## src/rtl/core/hybrid_quick_insertion_sort_unit_defines.svh

```systemverilog
// ----------------------------------------------------------------------------
// Assertion macros for the hybrid quick/insertion sort unit
// Each macro compiles to nothing when SYNTHESIS is defined.
// ----------------------------------------------------------------------------
`ifndef HYBRID_QUICK_INSERTION_SORT_UNIT_DEFINES_SVH
`define HYBRID_QUICK_INSERTION_SORT_UNIT_DEFINES_SVH
`ifndef SYNTHESIS
`define HQIS_ASSERT_IMPL(label, clk, rstn, ante, cons) \
  label: assert property (@(posedge clk) disable iff (!rstn) (ante) |-> (cons)) \
    else $error("hqis check failed");
`define HQIS_ASSERT_NEXT(label, clk, rstn, ante, cons) \
  label: assert property (@(posedge clk) disable iff (!rstn) (ante) |=> (cons)) \
    else $error("hqis check failed");
`else
`define HQIS_ASSERT_IMPL(label, clk, rstn, ante, cons)
`define HQIS_ASSERT_NEXT(label, clk, rstn, ante, cons)
`endif
`endif

```

## src/rtl/core/hqis_pkg.sv

```systemverilog
// ----------------------------------------------------------------------------
// hqis_pkg
// Types and constants shared by the sort unit modules.
// ----------------------------------------------------------------------------
`default_nettype none
package hqis_pkg;
  localparam int unsigned MaxItemsDef = 64;
  localparam int unsigned SmallSeg    = 10;

  typedef struct packed {
    logic signed [31:0] value;
    logic               last;
  } in_word_t;

  typedef struct packed {
    logic signed [31:0] sorted_value;
    logic               final_res;
    logic               truncated;
  } out_word_t;

  typedef enum logic [4:0] {
    ST_LOAD, ST_POP, ST_POPW, ST_SEG,
    ST_INS_A, ST_INS_RD, ST_INS_CMP, ST_INS_WR,
    ST_PIV_RD, ST_PIV_CMP,
    ST_UP_RD, ST_UP_CMP, ST_DN_RD, ST_DN_CMP, ST_SWAP, ST_PUSH,
    ST_OUT_RD, ST_OUT_WAIT, ST_OUT
  } state_e;

  typedef struct packed {
    logic lt;   // a < b signed
    logic eq;
  } cmp_t;
endpackage
`default_nettype wire

```

## src/rtl/core/hqis_cmp.sv

```systemverilog
// ----------------------------------------------------------------------------
// hqis_cmp
// Shared signed comparator used by every compare step of the sort.
// ----------------------------------------------------------------------------
`default_nettype none
module hqis_cmp import hqis_pkg::*; (
  input  wire logic signed [31:0] a_i,
  input  wire logic signed [31:0] b_i,
  output      cmp_t               res_o
);
  assign res_o.lt = a_i < b_i;
  assign res_o.eq = a_i == b_i;
endmodule
`default_nettype wire

```

## src/rtl/core/hybrid_quick_insertion_sort_unit.sv

```systemverilog
// ----------------------------------------------------------------------------
// hybrid_quick_insertion_sort_unit
// Loads signed words, sorts them on the last one, streams them out ascending.
// ----------------------------------------------------------------------------
// Loading takes one word per cycle. From the last word until the final output
// word is issued the input is not ready: the unit sorts with quicksort over an
// explicit bounds stack, insertion sort below ten elements, one item store
// with one read and one write port and one shared comparator. The pivot scan
// reads neighbour pairs until two differ, a partition scan compares elements
// with the pivot and swaps out-of-place pairs, an insertion shift reads,
// compares and writes back; output then reads, waits and issues each word
// while the receiver keeps up.
`default_nettype none
`include "hybrid_quick_insertion_sort_unit_defines.svh"
module hybrid_quick_insertion_sort_unit import hqis_pkg::*; #(
  parameter int unsigned MAX_ITEMS = MaxItemsDef
) (
  input  wire logic      clk_i,
  input  wire logic      rst_ni,
  input  wire logic      in_valid_i,
  output      logic      in_ready_o,
  input  wire in_word_t  in_data_i,
  output      logic      out_valid_o,
  input  wire logic      out_ready_i,
  output      out_word_t out_data_o
);
  localparam int unsigned AW = (MAX_ITEMS > 1) ? $clog2(MAX_ITEMS) : 1;
  localparam int unsigned CW = AW + 1;
  localparam int unsigned SW = 2 * AW;
  localparam logic [CW-1:0] CapC = CW'(MAX_ITEMS);
  localparam logic [CW-1:0] SmallC = CW'(SmallSeg);

  logic signed [31:0] mem_q [MAX_ITEMS];
  logic [SW-1:0]      stk_q [MAX_ITEMS];
  logic signed [31:0] rd_q;
  logic [SW-1:0]      srd_q;

  state_e state_q, state_d;
  logic [CW-1:0] cnt_q, cnt_d, sp_q, sp_d;
  logic          ovf_q, ovf_d;
  logic [CW:0]   lo_q, lo_d, hi_q, hi_d, up_q, up_d, dn_q, dn_d, a_q, a_d, b_q, b_d;
  logic signed [31:0] x_q, x_d, piv_q, piv_d;
  logic          ph_q, ph_d;   // second read of a pair / second push
  logic          out_v_q, out_v_d;
  out_word_t     out_q, out_d;

  logic          we, swe;
  logic [AW-1:0] wa, ra, swa, sra;
  logic signed [31:0] wd;
  logic [SW-1:0] swd;
  logic signed [31:0] ca, cb;
  cmp_t          cr;

  hqis_cmp u_cmp (.a_i(ca), .b_i(cb), .res_o(cr));

  always_ff @(posedge clk_i) begin
    if (we) mem_q[wa] <= wd;
    rd_q <= mem_q[ra];
    if (swe) stk_q[swa] <= swd;
    srd_q <= stk_q[sra];
  end

  always_ff @(posedge clk_i or negedge rst_ni) begin
    if (!rst_ni) begin
      state_q <= ST_LOAD; cnt_q <= '0; sp_q <= '0; ovf_q <= 1'b0;
      out_v_q <= 1'b0; ph_q <= 1'b0;
    end else begin
      state_q <= state_d; cnt_q <= cnt_d; sp_q <= sp_d; ovf_q <= ovf_d;
      out_v_q <= out_v_d; ph_q <= ph_d;
    end
  end

  always_ff @(posedge clk_i) begin
    lo_q <= lo_d; hi_q <= hi_d; up_q <= up_d; dn_q <= dn_d; a_q <= a_d; b_q <= b_d;
    x_q <= x_d; piv_q <= piv_d; out_q <= out_d;
  end

  assign in_ready_o  = (state_q == ST_LOAD);
  assign out_valid_o = out_v_q;
  assign out_data_o  = out_q;

  always_comb begin
    state_d = state_q; cnt_d = cnt_q; sp_d = sp_q; ovf_d = ovf_q; ph_d = ph_q;
    lo_d = lo_q; hi_d = hi_q; up_d = up_q; dn_d = dn_q; a_d = a_q; b_d = b_q;
    x_d = x_q; piv_d = piv_q; out_v_d = out_v_q; out_d = out_q;
    we = 1'b0; wa = '0; wd = '0; ra = '0;
    swe = 1'b0; swa = '0; swd = '0; sra = '0;
    ca = rd_q; cb = x_q;
    if (out_v_q && out_ready_i) out_v_d = 1'b0;
    unique case (state_q)
      ST_LOAD: begin
        if (in_valid_i) begin
          if (cnt_q < CapC) begin
            we = 1'b1; wa = cnt_q[AW-1:0]; wd = in_data_i.value; cnt_d = cnt_q + 1'b1;
          end else ovf_d = 1'b1;
          if (in_data_i.last) begin
            swe = 1'b1; swa = '0;
            swd = {AW'(0), AW'((cnt_q < CapC ? cnt_q : cnt_q - 1'b1))};
            sp_d = CW'(1);
            state_d = ST_POP;
          end
        end
      end
      ST_POP: begin
        if (sp_q == '0) begin
          a_d = '0; state_d = ST_OUT_RD;
        end else begin
          sp_d = sp_q - 1'b1; sra = sp_d[AW-1:0]; state_d = ST_POPW;
        end
      end
      ST_POPW: begin
        lo_d = (CW+1)'(srd_q[SW-1:AW]); hi_d = (CW+1)'(srd_q[AW-1:0]);
        state_d = ST_SEG;
      end
      ST_SEG: begin
        if (hi_q - lo_q + 1'b1 < (CW+1)'(SmallC)) begin
          a_d = lo_q + 1'b1; state_d = ST_INS_A;
        end else begin
          a_d = lo_q; ph_d = 1'b0; ra = lo_q[AW-1:0]; state_d = ST_PIV_RD;
        end
      end
      // insertion sort: x holds a[b+1], rd is a[b]
      ST_INS_A: begin
        if (a_q > hi_q) state_d = ST_POP;
        else begin
          b_d = a_q - 1'b1; ra = a_q[AW-1:0]; ph_d = 1'b0; state_d = ST_INS_RD;
        end
      end
      ST_INS_RD: begin
        if (!ph_q) begin
          x_d = rd_q; ra = b_q[AW-1:0]; ph_d = 1'b1;
        end else state_d = ST_INS_CMP;
        if (ph_q) ra = b_q[AW-1:0];
      end
      ST_INS_CMP: begin
        ca = x_q; cb = rd_q;
        if (cr.lt) begin
          we = 1'b1; wa = AW'(b_q + 1'b1); wd = rd_q; state_d = ST_INS_WR;
        end else begin
          a_d = a_q + 1'b1; state_d = ST_INS_A;
        end
      end
      ST_INS_WR: begin
        we = 1'b1; wa = b_q[AW-1:0]; wd = x_q;
        if (b_q == lo_q) begin
          a_d = a_q + 1'b1; state_d = ST_INS_A;
        end else begin
          b_d = b_q - 1'b1; ra = AW'(b_q - 1'b1); ph_d = 1'b1; state_d = ST_INS_RD;
        end
      end
      // pivot search: a_q indexes pair (k, k+1)
      ST_PIV_RD: begin
        ra = AW'(a_q + 1'b1); x_d = rd_q; state_d = ST_PIV_CMP;
      end
      ST_PIV_CMP: begin
        ca = x_q; cb = rd_q;
        if (!cr.eq) begin
          piv_d = cr.lt ? rd_q : x_q; up_d = lo_q; dn_d = hi_q; state_d = ST_UP_RD;
        end else if (a_q + 1'b1 >= hi_q) state_d = ST_POP;
        else begin
          a_d = a_q + 1'b1; x_d = rd_q; ra = AW'(a_q + 2'd2);
        end
      end
      ST_UP_RD: begin
        if (up_q > dn_q) state_d = ST_PUSH;
        else if (up_q > hi_q) state_d = ST_DN_RD;
        else begin ra = up_q[AW-1:0]; state_d = ST_UP_CMP; end
        ph_d = 1'b0;
      end
      ST_UP_CMP: begin
        ca = rd_q; cb = piv_q;
        if (cr.lt) begin
          up_d = up_q + 1'b1;
          if (up_q + 1'b1 > hi_q) state_d = ST_DN_RD;
          else ra = AW'(up_q + 1'b1);
        end else begin
          x_d = rd_q; state_d = ST_DN_RD;
        end
      end
      ST_DN_RD: begin
        if (dn_q[CW] || dn_q < lo_q) begin
          state_d = (up_q <= dn_q) ? ST_SWAP : ST_PUSH;
        end else begin ra = dn_q[AW-1:0]; state_d = ST_DN_CMP; end
      end
      ST_DN_CMP: begin
        ca = rd_q; cb = piv_q;
        if (!cr.lt) begin
          dn_d = dn_q - 1'b1;
          if (dn_q == lo_q || dn_q == '0) begin
            dn_d = dn_q - 1'b1; state_d = ST_UP_RD;
            if (dn_q == '0) dn_d = '1;
            state_d = ST_PUSH;
            if (up_q <= dn_q - 1'b1 && dn_q != '0) state_d = ST_SWAP;
          end else ra = AW'(dn_q - 1'b1);
        end else begin
          piv_d = piv_q;
          if (up_q <= dn_q) begin
            we = 1'b1; wa = up_q[AW-1:0]; wd = rd_q; state_d = ST_SWAP;
          end else state_d = ST_PUSH;
        end
      end
      ST_SWAP: begin
        we = 1'b1; wa = dn_q[AW-1:0]; wd = x_q;
        up_d = up_q + 1'b1; dn_d = (dn_q == '0) ? '1 : dn_q - 1'b1;
        state_d = ST_UP_RD;
      end
      ST_PUSH: begin
        if (!ph_q) begin
          if (up_q <= hi_q) begin
            swe = 1'b1; swa = sp_q[AW-1:0];
            swd = {up_q[AW-1:0], hi_q[AW-1:0]}; sp_d = sp_q + 1'b1;
          end
          ph_d = 1'b1;
        end else begin
          if (!dn_q[CW] && dn_q >= lo_q) begin
            swe = 1'b1; swa = sp_q[AW-1:0];
            swd = {lo_q[AW-1:0], dn_q[AW-1:0]}; sp_d = sp_q + 1'b1;
          end
          ph_d = 1'b0; state_d = ST_POP;
        end
      end
      ST_OUT_RD: begin
        ra = a_q[AW-1:0]; state_d = ST_OUT_WAIT;
      end
      ST_OUT_WAIT: begin
        ra = a_q[AW-1:0]; state_d = ST_OUT;
      end
      ST_OUT: begin
        ra = a_q[AW-1:0];
        if (!out_v_q || out_ready_i) begin
          out_v_d = 1'b1;
          out_d.sorted_value = rd_q;
          out_d.final_res = (a_q + 1'b1 == (CW+1)'(cnt_q));
          out_d.truncated = ovf_q;
          if (a_q + 1'b1 == (CW+1)'(cnt_q)) begin
            cnt_d = '0; ovf_d = 1'b0; sp_d = '0; state_d = ST_LOAD;
          end else begin
            a_d = a_q + 1'b1; state_d = ST_OUT_RD;
          end
        end
      end
      default: state_d = ST_LOAD;
    endcase
  end

  `HQIS_ASSERT_IMPL(a_cnt_cap, clk_i, rst_ni, 1'b1, cnt_q <= CapC)
  `HQIS_ASSERT_NEXT(a_out_keep, clk_i, rst_ni, out_valid_o && !out_ready_i, out_valid_o)
  `HQIS_ASSERT_NEXT(a_out_hold, clk_i, rst_ni, out_valid_o && !out_ready_i, $stable(out_data_o))
  `HQIS_ASSERT_NEXT(a_last_ends, clk_i, rst_ni, in_valid_i && in_ready_o && in_data_i.last, !in_ready_o)
endmodule
`default_nettype wire
```

## config.mk

```make
export PLATFORM = sky130hd
export DESIGN_NAME = hybrid_quick_insertion_sort_unit
export DESIGN_NICKNAME = d
export VERILOG_FILES = /design/src/rtl/core/hqis_pkg.sv /design/src/rtl/core/hqis_cmp.sv /design/src/rtl/core/hybrid_quick_insertion_sort_unit.sv
export VERILOG_INCLUDE_DIRS = /design/src /design/src/rtl/core
export SDC_FILE = /design/constraint.sdc
export NUM_CORES = 2
export LEC_CHECK = 0
export BUFFER_PORTS_ARGS = -buffer_cell sky130_fd_sc_hd__buf_2
export CAP_MARGIN = 20
export CORE_UTILIZATION = 50
export CTS_BUF_LIST = sky130_fd_sc_hd__clkbuf_4
export DETAILED_ROUTE_END_ITERATION = 10
export GPL_ROUTABILITY_DRIVEN = 0
export PLACE_DENSITY = 0.62
export SLEW_MARGIN = 40
export SYNTH_ARGS = -nofsm -noshare
export SYNTH_HDL_FRONTEND = slang
export SYNTH_SLANG_ARGS = --single-unit
```

## constraint.sdc

```tcl
create_clock -name clk_i -period 23.4 [get_ports clk_i]
set_input_delay 2.34 -clock clk_i [delete_from_list [all_inputs] [get_ports clk_i]]
set_output_delay 2.34 -clock clk_i [all_outputs]
set_load 0.01 [all_outputs]
```

==> impl_metrics.toml <==
[global_routing]
gr-usage-met2_pct = 47.5
grt_pass1_wl_mm = 554
grt_pass1_vias = 79700
antenna_found_initial = 25
grt_max_degree = 141
grt_overflow = 0
grt.busiest_layer = "met2"
met1_usage_pct = 40.0
grt_usage_pct = 30.5
use_met3_pct = 6.95

[synthesis]
synth_top_area_share_pct = 71.3
yosys.area.top_type = "edfxtp_1"
synth.cell_area_sq_um = 125000
synth_most_common_cell = "edfxtp_1"
syn_area_per_cell_sq_um = 13.8
synth_fp_nets = 9168
synthArstFlopShare_pct = 0.728
synth_flop_cell = "edfxtp_1"
synthCells = 9029
synth-seq-cells = 3024
synth_area_leaders = "edfxtp_1, nand2_1, nand3_1"
ys_types = 91
synth_edf_count = 2958
synth.yosys.warnings = 0
synthTopCellsByCount = "edfxtp_1, nand2_1, nand3_1, a21oi_1, clkbuf_1"
ys_seq_area_share_pct = 72.5

[timing]
min_period_ns = 9.92
slew_headroom_pct = 37.4
fin_skew_ns = 0.221
finalHoldViolCount = 0
setup_viol = 0
finalWorstSetupSlack_ns = 13.48
fin_crit_sh_pct = 42.4
fin_setup_tns_ns = 0
rsz0062_at_grt = "no"
fmax_mhz = 101
slew_violations = 0
max_slew.worst_pin.slew_ns = 0.938

[cells_and_area]
utilization_pct = 56.7
area_delta_synth_final_pct = 12.4
fill_cells = 20100
multi_input_area_sq_um = 32600
final_nets = 9723
seq_area_sq_um = 90300
drive_gt1_share_pct = 20.6

[pwr]
p_leak_nw = 43.9
vdd_drop_max_uv = 44.8
p_per_area_nw_per_um2 = 74.2

[placed_design]
dp_hpwl_mm = 222
dp_slack_ns = 13.32
port_buffers = 72

[clock_tree]
cts_sinks = 3024
post_cts_buffers = 0
worst_skew_pair.late_latency_ns = 1.52
cts_root_buf = "clkbuf_4"
cts.path.max_buffers = 4
clk_pin_slew_ns = 0.06
cts_hold_buf = 0
tritoncts = "done"
h-tree-depth = 6
post_cts_resized = 0
cts-buffers-inserted = 775

[worst_setup_path]
crit_path_end_kind = "flop"
arrival_ns = 11.29
start_kind = "flop"
cpMostUsedCell = "buf_4"
cp_slowest_cell = "dfrtp_1"
slowest_delay_ns = 0.90
crit_type = "reg2reg"
crit_fanout = 68
required_ns = 24.77

[floorplan]
initial_core_util_pct = 50.5
core_sq_um = 247000
pin_count = 73
placementRows = 182
die_w_microns = 501
die_y_microns = 501
die_area_sq_um = 251000

[drt]
dr.pass1.iters = 8
vias = 83200
route.detailed.drc = 0
vias_per_cell = 6.16
wl_per_cell_microns = 28.7
ant_nets = 0
dr.first_iter.drc_count = 10500
drt_wl_total_mm = 388

[outcome]
status = "finished clean"

[hold_path]
hold_path_class = "reg2reg"

[job]
cap_violations = 0
[metal layers]
metal	vias to the layer above	part of all wire (%)
met5	-	0.030
met4	18	5.4
met3	932	10
met2	5041	46
met1	41400	38
li1	35900	-
[stage by stage]
stage | hold WS, ns | instance area (sq um) | power (mW) | instances
after floorplan | 0.386 | 125000 | 5.97 | 9029
after global placement | 0.391 | 129000 | 5.97 | 12100
after detailed placement | 0.389 | 130000 | 5.97 | 12100
after CTS | 0.394 | 140000 | 10.5 | 13500
after global routing | 0.410 | 140000 | 10.7 | 13500
final | 0.400 | 140000 | 10.4 | 13500
[final timing paths]
| check | endpoint | start | cells after the start | slack (ns) |
|---|---|---|---|---|
| min | hi_q[1] | srd_q[1] | 0 | 0.40 |
| min reg2reg | hi_q[1] | srd_q[1] | 0 | 0.40 |
| max | rd_q[18] | state_q[2] | 26 | 13.48 |
| min in group asynchronous | cnt_q[1] | rst_ni | 1 | 0.93 |
| max in group asynchronous | sp_q[0] | rst_ni | 1 | 21.91 |
| max reg2reg | rd_q[18] | state_q[2] | 26 | 13.48 |
[critical path, delay by kind of cell, from the launching register on]
family / cells / cell delay, ns
adder cells (fa/ha/maj): 1 / 0.28
AND/OR/NAND/NOR: 10 / 2.58
buffers and inverters: 7 / 4.06
flip-flops: 1 / 0.90
AO/OA/AOI/OAI: 8 / 1.79
[power breakdown]
part / internal (mW) / leakage (nW) / switching, mW / total [mW]
Combinational: 0.00220 / 16.9 / 0.00401 / 0.00623
Clock: 2.39 / 5.88 / 2.15 / 4.54
Sequential: 5.85 / 21.2 / 0.0000000000000000243 / 5.85
Total: 8.24 / 43.9 / 2.16 / 10.4
[cells by family after synthesis]
logic type | share of synthesized area, %
AO/OA/AOI/OAI | 7.48
XOR/XNOR | 0.478
adder cells (fa/ha/maj) | 1.03
buffers and inverters | 2.29
flip-flops | 72.5
multiplexers | 3.87
AND/OR/NAND/NOR | 12.4
[flip-flops by register name (all words and copies together) (netlist names), 5 cells and up]
signal      cells
hi_q            6
b_q             8
mem_q        2048
state_q         5
sp_q            7
up_q            8
piv_q          32
rd_q           32
srd_q          12
lo_q            6
x_q            32
a_q             8
cnt_q           7
dn_q            8
out_data_o     34
stk_q         768
[layout by cell type, fill, tap and decap left out, types with 18 or more instances in the layout]
master and n:
a211oi_1 232, a21oi_1 398, a221o_1 26, a221oi_1 41
a222oi_1 36, a22o_1 41, a22oi_1 25, a311oi_1 135
a31oi_1 68, and2_1 105, and3_1 83, buf_2 74
buf_4 247, clkbuf_4 1155, clkinv_1 157, dfrtp_1 21
dfxtp_1 41, edfxtp_1 2958, ha_1 101, inv_1 57
inv_2 31, mux2_2 89, mux2i_1 118, mux4_2 117
nand2_1 1909, nand2b_1 29, nand3_1 772, nand4_1 44
nor2_1 165, nor2_2 36, nor2_4 86, nor2b_1 25
nor3_1 41, o211ai_1 25, o21ai_0 117, o22ai_1 52
or2_2 99, or3_1 18, xnor2_1 38, xor2_1 30
[final cells by class]
type,instances,area share (%)
well taps,3312,2.96
multi-input cells,5345,23.3
inverters,89,0.257
clock buffers,1155,6.19
diodes,17,0.0304
flip-flops and latches,3024,64.5
clock inverters,217,0.891
repair buffers,349,1.93
Power figures use the tool's default switching activity.
